===== config.mk =====
export PLATFORM = sky130hd
export DESIGN_NAME = encoder_position_velocity_estimator_flat
export DESIGN_NICKNAME = d
export VERILOG_FILES = /design/src/hdl/qvel_pkg.sv /design/src/hdl/qvel_ifs.sv /design/src/hdl/qvel_div.sv /design/src/hdl/qvel_fsm.sv /design/src/hdl/encoder_position_velocity_estimator.sv /design/src/flat_wrapper.sv
export SDC_FILE = /design/constraint.sdc
export NUM_CORES = 2
export LEC_CHECK = 0
export ABC_AREA = 1
export BUFFER_PORTS_ARGS = -buffer_cell sky130_fd_sc_hd__buf_2
export CORE_MARGIN = 1
export CORE_UTILIZATION = 39
export DETAILED_ROUTE_END_ITERATION = 16
export GPL_ROUTABILITY_DRIVEN = 0
export GPL_TIMING_DRIVEN = 0
export HOLD_SLACK_MARGIN = 0.05
export MAX_ROUTING_LAYER = met4
export SLEW_MARGIN = 20
export SYNTH_ARGS = -nofsm -noshare
export SYNTH_HDL_FRONTEND = slang
export SYNTH_SLANG_ARGS = --single-unit

===== constraint.sdc =====
create_clock -name clk -period 11.8 [get_ports clk]
set_clock_uncertainty 0.1 [all_clocks]
set_input_delay 0 -clock clk [delete_from_list [all_inputs] [get_ports clk]]
set_output_delay 0 -clock clk [all_outputs]
set_load 0.05 [all_outputs]

===== src/hdl/qvel_pkg.sv =====
package qvel_pkg;

    // Field widths
    localparam int TIMER_W   = 16;
    localparam int TIME_W    = 32;
    localparam int POS_W     = 64;
    localparam int VEL_W     = 32;
    localparam int TD_W      = 16;
    localparam int RPT_W     = 32;
    localparam int MININT_W  = 16;
    localparam int ALPHA_W   = 16;
    localparam int CFG_IDX_W = 2;
    localparam int CFG_DAT_W = 32;

    // Default quadrature counter width
    localparam int COUNTER_WIDTH_DEF = 16;

    // Register reset values
    localparam logic [RPT_W-1:0]    TICK_ANGLE_RST   = 32'd0;
    localparam logic [MININT_W-1:0] MIN_INTERVAL_RST = 16'd1000;
    localparam logic [ALPHA_W-1:0]  FILTER_ALPHA_RST = 16'd6554;

    // Microseconds per second
    localparam logic [19:0] US_PER_S = 20'd1000000;

    // Shared multiplier operand width and product width
    localparam int MUL_W  = 32;
    localparam int PROD_W = 2 * MUL_W;

    // Scaled angle change: mag * 10^6 fits in 83 bits; divider takes it >> 16
    localparam int NUM_W     = 83;
    localparam int DIV_NUM_W = NUM_W - 16;
    localparam int DIV_STEPS = 32;

    // Register indexes
    typedef enum logic [CFG_IDX_W-1:0] {
        CFG_TICK_ANGLE   = 2'd0,
        CFG_MIN_INTERVAL = 2'd1,
        CFG_FILTER_ALPHA = 2'd2
    } qvel_cfg_idx_t;

    // Sequencer states
    typedef enum logic [3:0] {
        ST_IDLE,
        ST_MUL_MAG,
        ST_MUL_LO,
        ST_MUL_HI,
        ST_SUM,
        ST_DIV_GO,
        ST_DIV_WAIT,
        ST_VEL,
        ST_MUL_ALPHA,
        ST_FILT,
        ST_DONE
    } qvel_state_t;

    // Multiplier operand selection
    typedef enum logic [2:0] {
        MSEL_NONE,
        MSEL_MAG,
        MSEL_LO,
        MSEL_HI,
        MSEL_ALPHA
    } qvel_mul_sel_t;

    // Datapath status toward the sequencer
    typedef struct packed {
        logic in_fire;
        logic run;
        logic div_busy;
        logic out_free;
    } qvel_stat_t;

    // Sequencer strobes toward the datapath
    typedef struct packed {
        logic          in_ready;
        qvel_mul_sel_t mul_sel;
        logic          mul_en;
        logic          hi_save;
        logic          pos_update;
        logic          lo_save;
        logic          sum_load;
        logic          div_start;
        logic          vel_prep;
        logic          filt_load;
        logic          out_load;
    } qvel_ctrl_t;

endpackage


===== src/hdl/qvel_ifs.sv =====
// Sample channel
interface qvel_in_if;
    logic                           valid;
    logic                           ready;
    logic                           cmd;
    logic [qvel_pkg::TIMER_W-1:0]   timer_count;
    logic [qvel_pkg::TIME_W-1:0]    time_us;

    modport source (output valid, cmd, timer_count, time_us, input ready);
    modport sink   (input valid, cmd, timer_count, time_us, output ready);
endinterface

// Result channel
interface qvel_out_if;
    logic                               valid;
    logic                               ready;
    logic signed [qvel_pkg::POS_W-1:0]  position;
    logic signed [qvel_pkg::VEL_W-1:0]  velocity;
    logic                               updated;
    logic signed [qvel_pkg::TD_W-1:0]   tick_delta;

    modport source (output valid, position, velocity, updated, tick_delta, input ready);
    modport sink   (input valid, position, velocity, updated, tick_delta, output ready);
endinterface

// Register write channel
interface qvel_cfg_if;
    logic                               valid;
    logic                               ready;
    logic [qvel_pkg::CFG_IDX_W-1:0]     index;
    logic [qvel_pkg::CFG_DAT_W-1:0]     data;

    modport source (output valid, index, data, input ready);
    modport sink   (input valid, index, data, output ready);
endinterface


===== src/hdl/qvel_div.sv =====
module qvel_div (
    input  logic                              clk,
    input  logic                              rst_n,
    input  logic                              start,
    input  logic [qvel_pkg::DIV_NUM_W-1:0]    num,
    input  logic [qvel_pkg::MUL_W-1:0]        den,
    output logic                              busy,
    output logic                              ovf,
    output logic [qvel_pkg::MUL_W-1:0]        quo
);

    localparam int W     = qvel_pkg::MUL_W;
    localparam int CNT_W = $clog2(qvel_pkg::DIV_STEPS);
    localparam logic [CNT_W-1:0] CNT_LAST = CNT_W'(qvel_pkg::DIV_STEPS - 1);

    logic             busy_reg, busy_next;
    logic [CNT_W-1:0] cnt_reg, cnt_next;
    logic [W-1:0]     rem_reg, rem_next;
    logic [W-1:0]     quo_reg, quo_next;
    logic [W-1:0]     den_reg, den_next;
    logic             ovf_reg, ovf_next;

    logic [W:0]       shifted;
    logic [W:0]       trial;
    logic             ge;

    // One restoring step per cycle
    assign shifted = {rem_reg, quo_reg[W-1]};
    assign trial   = shifted - {1'b0, den_reg};
    assign ge      = (shifted >= {1'b0, den_reg});

    always_comb
    begin
        busy_next = busy_reg;
        cnt_next  = cnt_reg;
        rem_next  = rem_reg;
        quo_next  = quo_reg;
        den_next  = den_reg;
        ovf_next  = ovf_reg;
        if (start)
        begin
            // quotient needs more than 32 bits when the top part reaches den
            ovf_next  = (num[qvel_pkg::DIV_NUM_W-1:W] >= (qvel_pkg::DIV_NUM_W-W)'(den));
            rem_next  = num[2*W-1:W];
            quo_next  = num[W-1:0];
            den_next  = den;
            cnt_next  = '0;
            busy_next = 1'b1;
        end
        else if (busy_reg)
        begin
            rem_next = ge ? trial[W-1:0] : shifted[W-1:0];
            quo_next = {quo_reg[W-2:0], ge};
            cnt_next = cnt_reg + 1'b1;
            if (cnt_reg == CNT_LAST)
            begin
                busy_next = 1'b0;
            end
        end
    end

    always_ff @(posedge clk or negedge rst_n)
    begin
        if (!rst_n)
        begin
            busy_reg <= 1'b0;
            cnt_reg  <= '0;
        end
        else
        begin
            busy_reg <= busy_next;
            cnt_reg  <= cnt_next;
        end
    end

    always_ff @(posedge clk)
    begin
        rem_reg <= rem_next;
        quo_reg <= quo_next;
        den_reg <= den_next;
        ovf_reg <= ovf_next;
    end

    assign busy = busy_reg;
    assign ovf  = ovf_reg;
    assign quo  = quo_reg;

endmodule


===== src/hdl/qvel_fsm.sv =====
module qvel_fsm (
    input  logic                 clk,
    input  logic                 rst_n,
    input  qvel_pkg::qvel_stat_t stat,
    output qvel_pkg::qvel_ctrl_t ctrl
);

    qvel_pkg::qvel_state_t state_reg, state_next;

    // Next state
    always_comb
    begin
        state_next = state_reg;
        unique case (state_reg)
            qvel_pkg::ST_IDLE:
            begin
                if (stat.in_fire)
                begin
                    state_next = stat.run ? qvel_pkg::ST_MUL_MAG : qvel_pkg::ST_DONE;
                end
            end
            qvel_pkg::ST_MUL_MAG:   state_next = qvel_pkg::ST_MUL_LO;
            qvel_pkg::ST_MUL_LO:    state_next = qvel_pkg::ST_MUL_HI;
            qvel_pkg::ST_MUL_HI:    state_next = qvel_pkg::ST_SUM;
            qvel_pkg::ST_SUM:       state_next = qvel_pkg::ST_DIV_GO;
            qvel_pkg::ST_DIV_GO:    state_next = qvel_pkg::ST_DIV_WAIT;
            qvel_pkg::ST_DIV_WAIT:
            begin
                if (!stat.div_busy)
                begin
                    state_next = qvel_pkg::ST_VEL;
                end
            end
            qvel_pkg::ST_VEL:       state_next = qvel_pkg::ST_MUL_ALPHA;
            qvel_pkg::ST_MUL_ALPHA: state_next = qvel_pkg::ST_FILT;
            qvel_pkg::ST_FILT:      state_next = qvel_pkg::ST_DONE;
            qvel_pkg::ST_DONE:
            begin
                if (stat.out_free)
                begin
                    state_next = qvel_pkg::ST_IDLE;
                end
            end
            default:                state_next = qvel_pkg::ST_IDLE;
        endcase
    end

    // Strobes
    always_comb
    begin
        ctrl = '0;
        unique case (state_reg)
            qvel_pkg::ST_IDLE:      ctrl.in_ready = 1'b1;
            qvel_pkg::ST_MUL_MAG:
            begin
                ctrl.mul_en  = 1'b1;
                ctrl.mul_sel = qvel_pkg::MSEL_MAG;
            end
            qvel_pkg::ST_MUL_LO:
            begin
                ctrl.mul_en     = 1'b1;
                ctrl.mul_sel    = qvel_pkg::MSEL_LO;
                ctrl.hi_save    = 1'b1;
                ctrl.pos_update = 1'b1;
            end
            qvel_pkg::ST_MUL_HI:
            begin
                ctrl.mul_en  = 1'b1;
                ctrl.mul_sel = qvel_pkg::MSEL_HI;
                ctrl.lo_save = 1'b1;
            end
            qvel_pkg::ST_SUM:       ctrl.sum_load  = 1'b1;
            qvel_pkg::ST_DIV_GO:    ctrl.div_start = 1'b1;
            qvel_pkg::ST_DIV_WAIT:  ctrl = '0;
            qvel_pkg::ST_VEL:       ctrl.vel_prep  = 1'b1;
            qvel_pkg::ST_MUL_ALPHA:
            begin
                ctrl.mul_en  = 1'b1;
                ctrl.mul_sel = qvel_pkg::MSEL_ALPHA;
            end
            qvel_pkg::ST_FILT:      ctrl.filt_load = 1'b1;
            qvel_pkg::ST_DONE:      ctrl.out_load  = stat.out_free;
            default:                ctrl = '0;
        endcase
    end

    always_ff @(posedge clk or negedge rst_n)
    begin
        if (!rst_n)
        begin
            state_reg <= qvel_pkg::ST_IDLE;
        end
        else
        begin
            state_reg <= state_next;
        end
    end

endmodule


===== src/hdl/encoder_position_velocity_estimator.sv =====
// Quadrature encoder position and velocity estimator. Each sample transfer carries a
// counter reading and a microsecond timestamp; a sample that comes at least
// min_interval_us after the last accepted one adds the wrap-corrected tick change times
// the per-tick angle (register 0) to a saturating Q31.32 position and low-pass filters
// the new Q16.16 velocity with weight filter_alpha. A reset command (cmd = 1) clears
// position, velocity and the count baseline and takes time_us as the time baseline.
// Every sample or command gives exactly one result. An accepted sample occupies the
// block while the one-bit-per-cycle restoring divider scales angle by elapsed time;
// the three 32x32 products and the filter product share one registered multiplier.
// Commands and rejected samples go straight to the result. Sample ready is
// low while an item is in work; a finished result waits in the output register and does
// not block the next sample unless it is still untaken when the following result is
// due. Register writes are always taken and belong between items.
module encoder_position_velocity_estimator #(
    parameter int COUNTER_WIDTH = qvel_pkg::COUNTER_WIDTH_DEF
) (
    input  logic        clk,
    input  logic        rst_n,
    qvel_in_if.sink     sample,
    qvel_out_if.source  result,
    qvel_cfg_if.sink    cfg
);

    localparam int CW = COUNTER_WIDTH;
    localparam int W  = qvel_pkg::MUL_W;

    // Configuration registers
    logic [qvel_pkg::RPT_W-1:0]    rpt_reg;
    logic [qvel_pkg::MININT_W-1:0] min_int_reg;
    logic [qvel_pkg::ALPHA_W-1:0]  alpha_reg;

    // Estimator state
    logic [CW-1:0]                 last_count_reg;
    logic [qvel_pkg::TIME_W-1:0]   last_time_reg;
    logic signed [qvel_pkg::POS_W-1:0] pos_reg, pos_next;
    logic signed [qvel_pkg::VEL_W-1:0] vel_reg, vel_next;

    // Per-item working registers
    logic                          upd_reg;
    logic signed [qvel_pkg::TD_W-1:0] td_reg;
    logic                          neg_reg;
    logic [W-1:0]                  dmag_reg;
    logic [W-1:0]                  dt_reg;
    logic [qvel_pkg::PROD_W-1:0]   prod_reg;
    logic [W-1:0]                  mag_hi_reg;
    logic [51:0]                   nlo_reg;
    logic [qvel_pkg::NUM_W-1:0]    num_reg;
    logic [W-1:0]                  dm_reg;
    logic                          dneg_reg;

    // Output register
    logic                          out_valid_reg;
    logic signed [qvel_pkg::POS_W-1:0] out_pos_reg;
    logic signed [qvel_pkg::VEL_W-1:0] out_vel_reg;
    logic                          out_upd_reg;
    logic signed [qvel_pkg::TD_W-1:0]  out_td_reg;

    qvel_pkg::qvel_stat_t stat;
    qvel_pkg::qvel_ctrl_t ctrl;

    logic                          in_fire;
    logic [CW-1:0]                 cnt_w;
    logic [CW-1:0]                 cnt_diff;
    logic signed [W:0]             dsx;
    logic                          d_neg;
    logic [W-1:0]                  d_mag;
    logic signed [qvel_pkg::TD_W-1:0] d_sat;
    logic [qvel_pkg::TIME_W-1:0]   dt;
    logic                          dt_ok;

    logic [W-1:0]                  mul_a, mul_b;
    logic signed [qvel_pkg::POS_W:0] pos_sum;
    logic [qvel_pkg::NUM_W-1:0]    num_next;

    logic                          div_busy, div_ovf;
    logic [W-1:0]                  div_quo;
    logic [W:0]                    vm;
    logic signed [qvel_pkg::VEL_W-1:0] raw;
    logic signed [W:0]             vdiff;
    logic [W-1:0]                  step;

    // Counter reading at the configured width
    generate
        if (CW > qvel_pkg::TIMER_W)
        begin : g_cnt_wide
            assign cnt_w = {{(CW - qvel_pkg::TIMER_W){1'b0}}, sample.timer_count};
        end
        else
        begin : g_cnt_narrow
            assign cnt_w = sample.timer_count[CW-1:0];
        end
    endgenerate

    // Tick change, sign-extended, with magnitude and 16-bit saturated view
    assign cnt_diff = cnt_w - last_count_reg;
    assign dsx      = (W+1)'($signed(cnt_diff));
    assign d_neg    = dsx[W];
    assign d_mag    = d_neg ? W'(-dsx) : W'(dsx);

    always_comb
    begin
        if (dsx > (W+1)'(32767))
        begin
            d_sat = 16'sh7fff;
        end
        else if (dsx < -(W+1)'(32768))
        begin
            d_sat = 16'sh8000;
        end
        else
        begin
            d_sat = dsx[qvel_pkg::TD_W-1:0];
        end
    end

    // Interval check
    assign dt    = sample.time_us - last_time_reg;
    assign dt_ok = (dt >= {{(qvel_pkg::TIME_W - qvel_pkg::MININT_W){1'b0}}, min_int_reg});

    assign in_fire       = ctrl.in_ready && sample.valid;
    assign stat.in_fire  = in_fire;
    assign stat.run      = !sample.cmd && dt_ok;
    assign stat.div_busy = div_busy;
    assign stat.out_free = !out_valid_reg || result.ready;

    qvel_fsm u_fsm (
        .clk   (clk),
        .rst_n (rst_n),
        .stat  (stat),
        .ctrl  (ctrl)
    );

    // Register writes
    assign cfg.ready = 1'b1;

    always_ff @(posedge clk or negedge rst_n)
    begin
        if (!rst_n)
        begin
            rpt_reg     <= qvel_pkg::TICK_ANGLE_RST;
            min_int_reg <= qvel_pkg::MIN_INTERVAL_RST;
            alpha_reg   <= qvel_pkg::FILTER_ALPHA_RST;
        end
        else if (cfg.valid)
        begin
            unique case (cfg.index)
                qvel_pkg::CFG_TICK_ANGLE:   rpt_reg     <= cfg.data[qvel_pkg::RPT_W-1:0];
                qvel_pkg::CFG_MIN_INTERVAL: min_int_reg <= cfg.data[qvel_pkg::MININT_W-1:0];
                qvel_pkg::CFG_FILTER_ALPHA: alpha_reg   <= cfg.data[qvel_pkg::ALPHA_W-1:0];
                default:                    ;
            endcase
        end
    end

    // Shared multiplier operands
    always_comb
    begin
        mul_a = dmag_reg;
        mul_b = rpt_reg;
        case (ctrl.mul_sel)
            qvel_pkg::MSEL_LO:
            begin
                mul_a = prod_reg[W-1:0];
                mul_b = W'(qvel_pkg::US_PER_S);
            end
            qvel_pkg::MSEL_HI:
            begin
                mul_a = mag_hi_reg;
                mul_b = W'(qvel_pkg::US_PER_S);
            end
            qvel_pkg::MSEL_ALPHA:
            begin
                mul_a = dm_reg;
                mul_b = W'(alpha_reg);
            end
            default:
            begin
                mul_a = dmag_reg;
                mul_b = rpt_reg;
            end
        endcase
    end

    // Saturating position update with the angle change held in prod_reg
    always_comb
    begin
        if (neg_reg)
        begin
            pos_sum = (qvel_pkg::POS_W+1)'(pos_reg) - $signed({1'b0, prod_reg});
        end
        else
        begin
            pos_sum = (qvel_pkg::POS_W+1)'(pos_reg) + $signed({1'b0, prod_reg});
        end
        if (pos_sum[qvel_pkg::POS_W] != pos_sum[qvel_pkg::POS_W-1])
        begin
            pos_next = pos_sum[qvel_pkg::POS_W] ? {1'b1, {(qvel_pkg::POS_W-1){1'b0}}}
                                                : {1'b0, {(qvel_pkg::POS_W-1){1'b1}}};
        end
        else
        begin
            pos_next = pos_sum[qvel_pkg::POS_W-1:0];
        end
    end

    // angle * 10^6 from the two partial products
    assign num_next = {prod_reg[50:0], {W{1'b0}}} + qvel_pkg::NUM_W'(nlo_reg);

    qvel_div u_div (
        .clk   (clk),
        .rst_n (rst_n),
        .start (ctrl.div_start),
        .num   (num_reg[qvel_pkg::NUM_W-1:16]),
        .den   (dt_reg),
        .busy  (div_busy),
        .ovf   (div_ovf),
        .quo   (div_quo)
    );

    // Raw velocity with saturation, then distance to the filtered value
    always_comb
    begin
        vm = div_ovf ? {1'b1, {W{1'b0}}} : {1'b0, div_quo};
        if (neg_reg)
        begin
            raw = (vm > (W+1)'(33'h0_8000_0000)) ? {1'b1, {(W-1){1'b0}}} : W'(-vm);
        end
        else
        begin
            raw = (vm > (W+1)'(33'h0_7fff_ffff)) ? {1'b0, {(W-1){1'b1}}} : vm[W-1:0];
        end
        vdiff = (W+1)'(raw) - (W+1)'(vel_reg);
    end

    // Filter step lies between prev and raw, so 32-bit wrap is exact
    assign step = prod_reg[W+15:16];
    assign vel_next = dneg_reg ? (vel_reg - $signed(step)) : (vel_reg + $signed(step));

    // Estimator state
    always_ff @(posedge clk or negedge rst_n)
    begin
        if (!rst_n)
        begin
            last_count_reg <= '0;
            last_time_reg  <= '0;
            pos_reg        <= '0;
            vel_reg        <= '0;
        end
        else
        begin
            if (in_fire)
            begin
                if (sample.cmd)
                begin
                    last_count_reg <= '0;
                    last_time_reg  <= sample.time_us;
                    pos_reg        <= '0;
                    vel_reg        <= '0;
                end
                else if (dt_ok)
                begin
                    last_count_reg <= cnt_w;
                    last_time_reg  <= sample.time_us;
                end
            end
            if (ctrl.pos_update)
            begin
                pos_reg <= pos_next;
            end
            if (ctrl.filt_load)
            begin
                vel_reg <= vel_next;
            end
        end
    end

    // Per-item working registers
    always_ff @(posedge clk)
    begin
        if (in_fire)
        begin
            upd_reg  <= stat.run;
            td_reg   <= stat.run ? d_sat : '0;
            neg_reg  <= d_neg;
            dmag_reg <= d_mag;
            dt_reg   <= (dt == '0) ? W'(1) : dt;
        end
        if (ctrl.mul_en)
        begin
            prod_reg <= qvel_pkg::PROD_W'(mul_a) * qvel_pkg::PROD_W'(mul_b);
        end
        if (ctrl.hi_save)
        begin
            mag_hi_reg <= prod_reg[qvel_pkg::PROD_W-1:W];
        end
        if (ctrl.lo_save)
        begin
            nlo_reg <= prod_reg[51:0];
        end
        if (ctrl.sum_load)
        begin
            num_reg <= num_next;
        end
        if (ctrl.vel_prep)
        begin
            dneg_reg <= vdiff[W];
            dm_reg   <= vdiff[W] ? W'(-vdiff) : vdiff[W-1:0];
        end
    end

    // Output register
    always_ff @(posedge clk or negedge rst_n)
    begin
        if (!rst_n)
        begin
            out_valid_reg <= 1'b0;
        end
        else if (ctrl.out_load)
        begin
            out_valid_reg <= 1'b1;
        end
        else if (result.ready)
        begin
            out_valid_reg <= 1'b0;
        end
    end

    always_ff @(posedge clk)
    begin
        if (ctrl.out_load)
        begin
            out_pos_reg <= pos_reg;
            out_vel_reg <= vel_reg;
            out_upd_reg <= upd_reg;
            out_td_reg  <= td_reg;
        end
    end

    assign sample.ready      = ctrl.in_ready;
    assign result.valid      = out_valid_reg;
    assign result.position   = out_pos_reg;
    assign result.velocity   = out_vel_reg;
    assign result.updated    = out_upd_reg;
    assign result.tick_delta = out_td_reg;

endmodule


===== src/flat_wrapper.sv =====
// flat-port wrapper written by rule: the top's interface ports become plain ports
module encoder_position_velocity_estimator_flat 
#(
    parameter int COUNTER_WIDTH = qvel_pkg::COUNTER_WIDTH_DEF
)
  (clk, rst_n, sample_valid, sample_cmd, sample_timer_count, sample_time_us, sample_ready, result_valid, result_position, result_velocity, result_updated, result_tick_delta, result_ready, cfg_valid, cfg_index, cfg_data, cfg_ready);
  qvel_in_if sample_i ();
  qvel_out_if result_i ();
  qvel_cfg_if cfg_i ();
  input  logic clk;
  input  logic rst_n;
  input wire logic [$bits(sample_i.valid)-1:0] sample_valid;
  input wire logic [$bits(sample_i.cmd)-1:0] sample_cmd;
  input wire logic [$bits(sample_i.timer_count)-1:0] sample_timer_count;
  input wire logic [$bits(sample_i.time_us)-1:0] sample_time_us;
  output wire logic [$bits(sample_i.ready)-1:0] sample_ready;
  output wire logic [$bits(result_i.valid)-1:0] result_valid;
  output wire logic [$bits(result_i.position)-1:0] result_position;
  output wire logic [$bits(result_i.velocity)-1:0] result_velocity;
  output wire logic [$bits(result_i.updated)-1:0] result_updated;
  output wire logic [$bits(result_i.tick_delta)-1:0] result_tick_delta;
  input wire logic [$bits(result_i.ready)-1:0] result_ready;
  input wire logic [$bits(cfg_i.valid)-1:0] cfg_valid;
  input wire logic [$bits(cfg_i.index)-1:0] cfg_index;
  input wire logic [$bits(cfg_i.data)-1:0] cfg_data;
  output wire logic [$bits(cfg_i.ready)-1:0] cfg_ready;
  assign sample_i.valid = sample_valid;
  assign sample_i.cmd = sample_cmd;
  assign sample_i.timer_count = sample_timer_count;
  assign sample_i.time_us = sample_time_us;
  assign sample_ready = sample_i.ready;
  assign result_valid = result_i.valid;
  assign result_position = result_i.position;
  assign result_velocity = result_i.velocity;
  assign result_updated = result_i.updated;
  assign result_tick_delta = result_i.tick_delta;
  assign result_i.ready = result_ready;
  assign cfg_i.valid = cfg_valid;
  assign cfg_i.index = cfg_index;
  assign cfg_i.data = cfg_data;
  assign cfg_ready = cfg_i.ready;
  encoder_position_velocity_estimator #(.COUNTER_WIDTH(COUNTER_WIDTH)) u_core (.clk(clk), .rst_n(rst_n), .sample(sample_i), .result(result_i), .cfg(cfg_i));
endmodule

==> report_table.html <==
<table>
<tr><th>Metric</th><th>Value</th></tr>
<tr><th colspan="2">Die</th></tr>
<tr><td>Placeable core area</td><td>~210000 um^2</td></tr>
<tr><td>Number of top-level pins</td><td>204</td></tr>
<tr><td>Number of placement rows</td><td>~170</td></tr>
<tr><td>Die height</td><td>459 um</td></tr>
<tr><td>Die width</td><td>459 um</td></tr>
<tr><td>Initial core utilization</td><td>around two fifths</td></tr>
<tr><td>DIE AREA</td><td>between 200000 and 250000 um^2</td></tr>
<tr><th colspan="2">Finish</th></tr>
<tr><td>Count of nets after finishing</td><td>12098</td></tr>
<tr><td>Sequential standard cell area</td><td>21200 um^2</td></tr>
<tr><td>Total area of multi-input combinational cells</td><td>51600 um^2</td></tr>
<tr><td>Number of fillers in the final layout</td><td>20546</td></tr>
<tr><td>Number of flip-flops in the largest register</td><td>67</td></tr>
<tr><td>Fraction of layout cells with a size suffix above 1</td><td>5.52%</td></tr>
<tr><td>Layout area overhead</td><td>11.9%</td></tr>
<tr><th colspan="2">Detailed routing</th></tr>
<tr><td># DRC</td><td>0</td></tr>
<tr><td>Highest metal layer with signal wires</td><td>met4</td></tr>
<tr><td>Number of nets with antenna violations after detailed routing</td><td>0</td></tr>
<tr><td>Amount of wire on met3 after detailed routing</td><td>approximately 26 mm</td></tr>
<tr><td>Detailed-route vias per instance</td><td>5.33</td></tr>
<tr><td>Via count</td><td>71532</td></tr>
<tr><td>Detail-routed net length per standard cell</td><td>22.0 um</td></tr>
<tr><td>Met1 WL</td><td>115 mm</td></tr>
<tr><td>Routed length on met2</td><td>~130 mm</td></tr>
<tr><td>DRT Wirelength</td><td>295 mm</td></tr>
<tr><td>First-pass iteration count of the detailed router</td><td>10</td></tr>
<tr><td>Number of DRC markers after the initial detailed-route iteration</td><td>7714</td></tr>
<tr><th colspan="2">Timing</th></tr>
<tr><td>Final Max Tran Viols</td><td>0</td></tr>
<tr><td>Sum of negative setup slack</td><td>0 ps</td></tr>
<tr><td>Setup repair after global routing missed its margin</td><td>false</td></tr>
<tr><td>Setup violation total in the final timing report</td><td>0</td></tr>
<tr><td>Period minus WS final</td><td>11250 ps</td></tr>
<tr><td>Worst slew margin</td><td>13.2%</td></tr>
<tr><td>Peak Freq</td><td>between 80 and 90 MHz</td></tr>
<tr><td>Period utilization</td><td>around 95%</td></tr>
<tr><td>Actual transition at the worst max-transition pin</td><td>1290 ps</td></tr>
<tr><td>Final Hold Violating Endpoints</td><td>0</td></tr>
<tr><th colspan="2">Global route</th></tr>
<tr><td>Maximum number of pins on one net before global-route repair</td><td>98</td></tr>
<tr><td>Total grt overflow</td><td>0</td></tr>
<tr><td>Number of antenna violations at the first check in global routing</td><td>11</td></tr>
<tr><td>Via count of the first global-routing pass</td><td>71047</td></tr>
<tr><td>Total GRT Usage</td><td>28.6%</td></tr>
<tr><td>Wire length of the first global-routing pass</td><td>between 400 and 500 mm</td></tr>
<tr><th colspan="2">Synth</th></tr>
<tr><td>Post-synth top cells</td><td>2172 x sky130_fd_sc_hd__nand2_1, 1960 x sky130_fd_sc_hd__inv_1, 1264 x sky130_fd_sc_hd__nor2_1</td></tr>
<tr><td>EDFF count, synth</td><td>524</td></tr>
<tr><td>Synth Area per Inst</td><td>between 8 and 9 um^2</td></tr>
<tr><td>Post-synth design cell area</td><td>81300 um^2</td></tr>
<tr><td>Post-Syn Instances</td><td>approximately 10000</td></tr>
<tr><td>Synth Flop Type</td><td>sky130_fd_sc_hd__edfxtp_1</td></tr>
<tr><td>Fraction of registers with async set/reset</td><td>about 29%</td></tr>
<tr><td>Dominant cell by count in the synthesized netlist</td><td>sky130_fd_sc_hd__nand2_1</td></tr>
<tr><td>Number of synthesis warnings</td><td>0</td></tr>
<tr><td>Count of different cell masters after synthesis</td><td>73</td></tr>
<tr><td>Largest area contributor in the synthesized netlist</td><td>sky130_fd_sc_hd__fa_1</td></tr>
<tr><td>Synth top area share</td><td>between 20% and 30%</td></tr>
<tr><td>Register bit count reported by yosys</td><td>743</td></tr>
<tr><td>Share of synthesized area occupied by flip-flops and latches</td><td>26.1%</td></tr>
<tr><td>Area contributors post-synth</td><td>sky130_fd_sc_hd__fa_1 22%, sky130_fd_sc_hd__edfxtp_1 19%, sky130_fd_sc_hd__nand2_1 10%</td></tr>
<tr><th colspan="2">Critical path</th></tr>
<tr><td>Required time of the critical path</td><td>12140 ps</td></tr>
<tr><td>Critical path endpoint</td><td>u_core.prod_reg[62]</td></tr>
<tr><td>Worst reg2reg path startpoint</td><td>u_core.u_fsm.state_reg[3]</td></tr>
<tr><td>Largest stage delay on the critical path</td><td>640 ps</td></tr>
<tr><td>Endpoint of the worst register-to-register path</td><td>u_core.prod_reg[62]</td></tr>
<tr><td>Most frequent cell on the critical path</td><td>sky130_fd_sc_hd__fa_1</td></tr>
<tr><td>Startpoint Class</td><td>register</td></tr>
<tr><td>Worst-path maximum fanout</td><td>45</td></tr>
<tr><td>Register-to-Register Path Depth</td><td>31</td></tr>
<tr><td>Crit-path slowest cell</td><td>sky130_fd_sc_hd__fa_1</td></tr>
<tr><td>Worst-case register-to-register setup slack</td><td>~550 ps</td></tr>
<tr><td>Critical Setup Path Class</td><td>reg -&gt; reg</td></tr>
<tr><td>Category of the worst setup path capture point</td><td>register</td></tr>
<tr><td>Startpoint of the most critical setup path</td><td>u_core.u_fsm.state_reg[3]</td></tr>
<tr><td>Data arrival time of the critical path</td><td>between 10000 and 15000 ps</td></tr>
<tr><th colspan="2">CTS</th></tr>
<tr><td>Clock tree buffer depth</td><td>3</td></tr>
<tr><td>CTS root buf</td><td>sky130_fd_sc_hd__clkbuf_16</td></tr>
<tr><td>Post-CTS Setup Inserts</td><td>0</td></tr>
<tr><td>Clock slew seen by the registers of the worst setup and hold paths</td><td>70 ps</td></tr>
<tr><td>Clock buffer count from CTS</td><td>82</td></tr>
<tr><td>CTS tree</td><td>yes</td></tr>
<tr><td>Clock latency at the later pin of the worst-skew pair</td><td>roughly 730 ps</td></tr>
<tr><td>H-Tree Level Count</td><td>3</td></tr>
<tr><td>Clock sink count</td><td>743</td></tr>
<tr><th colspan="2">Hold path</th></tr>
<tr><td>Number of instances on the worst hold path</td><td>4</td></tr>
<tr><td>Worst hold-check path type</td><td>in -&gt; reg</td></tr>
<tr><th colspan="2">Place</th></tr>
<tr><td>Buffers added on ports</td><td>202</td></tr>
<tr><td>DPL Wire Length</td><td>245 mm</td></tr>
<tr><th colspan="2">Job</th></tr>
<tr><td>Number of max-capacitance violations reported</td><td>0</td></tr>
<tr><th colspan="2">Outcome</th></tr>
<tr><td>Run status</td><td>complete, no violations</td></tr>
</table>
[layout by cell type (no fill, tap or decap), drive strengths merged, types with 21 or more instances in the layout]
| cell | synthesis | routed |
|---|---|---|
| nand2 | 2186 | 2186 |
| inv | 1975 | 1985 |
| nor2 | 1277 | 1277 |
| fa | 903 | 903 |
| ha | 545 | 545 |
| edfxtp | 524 | 524 |
| o21ai | 469 | 469 |
| nand3 | 365 | 365 |
| a21oi | 356 | 356 |
| buf | 98 | 323 |
| xor2 | 283 | 283 |
| clkbuf | 160 | 263 |
| dfrtp | 206 | 206 |
| dlygate4sd3 | 0 | 173 |
| xnor2 | 106 | 106 |
| nor3 | 91 | 91 |
| nand4 | 85 | 85 |
| clkinv | 30 | 59 |
| nand3b | 48 | 48 |
| a31oi | 43 | 43 |
| a21o | 41 | 41 |
| o21bai | 34 | 34 |
| nor4 | 29 | 29 |
| a221oi | 26 | 26 |
| or2 | 21 | 21 |
[worst max-delay path, delay by kind of cell, from the launching register on]
kind | cells | cell delay (ps)
and+or+nand+nor | 4 | 1160
xor gates and xnor gates | 1 | 180
adders and majority gates | 9 | 4650
AOI/OAI and AO/OA | 8 | 2150
buffers and inverters | 9 | 2320
DFF | 1 | 420
[metrics by stage]
| step | cell area (um^2) | utilization (%) | instances | hold slack (ps) | setup slack (ps) |
|---|---|---|---|---|---|
| 6_report | 91000 | 43.9 | 13427 | 72.6 | 548 |
| 5_1_grt | 91000 | 43.9 | 13424 | 97.3 | 232 |
| 4_1_cts | 91000 | 43.9 | 13419 | 52.6 | 438 |
| 3_5_place_dp | 86400 | 41.7 | 13092 | -148 | 489 |
| 3_3_place_gp | 85900 | 41.5 | 13069 | 127 | 561 |
| 2_1_floorplan | 81400 | - | 10079 | -396 | 3120 |
[worst min path at each step]
| stage | slack [ps] | start | to |
|---|---|---|---|
| floorplan | -400 | rst_n | u_core.alpha_reg[0] |
| global placement | 130 | sample_timer_count[15] | u_core.last_count_reg[15] |
| detailed placement | -150 | rst_n | u_core.last_time_reg[23] |
| CTS | 50 | cfg_data[10] | u_core.alpha_reg[10] |
| global route | 100 | cfg_data[11] | u_core.alpha_reg[11] |
| finish | 70 | cfg_data[0] | u_core.rpt_reg[0] |
[logic make-up (layout without fill, tap and decap cells)]
kind of cell,after synthesis,in the layout,share of synthesized area [%]
fa+ha+maj,1448,1448,30.6
mux,16,16,0.221
simple gates,4119,4119,20.6
buf+inv,2263,2815,10.7
flops,743,743,26.1
xor+xnor,389,389,4.19
other cells,2,24,0.00923
compound gates,1085,1085,7.60
[timing repair]
item / in CTS / in global routing
hold buffers: 174 / 0
gates resized for setup: 0 / 1
endpoints found under the hold margin: 453 / 0
setup endpoints to repair: 0 / 4
[layout make-up]
| cell class | count | share of cell area (%) |
|---|---|---|
| plain buffers | 258 | 1.26 |
| clock buffers | 102 | 2.40 |
| flip-flops and latches | 743 | 23.3 |
| well taps | 2788 | 3.83 |
| multi-input cells | 7073 | 56.7 |
| repair buffers | 399 | 3.53 |
| diodes | 8 | 0.0220 |
| clock inverters | 51 | 0.663 |
| inverters | 2005 | 8.28 |
[layer usage]
| layer | vias up | track usage, % |
|---|---|---|
| met2 | 3561 | 44.9 |
| met1 | 34846 | 34.9 |
| met3 | 767 | 4.77 |
| li1 | 32358 | - |
| met5 | - | - |
| met4 | 0 | 16.5 |
Power is not shown: default switching activity piles up to over one toggle a cycle in this logic, so the estimate is an artifact.
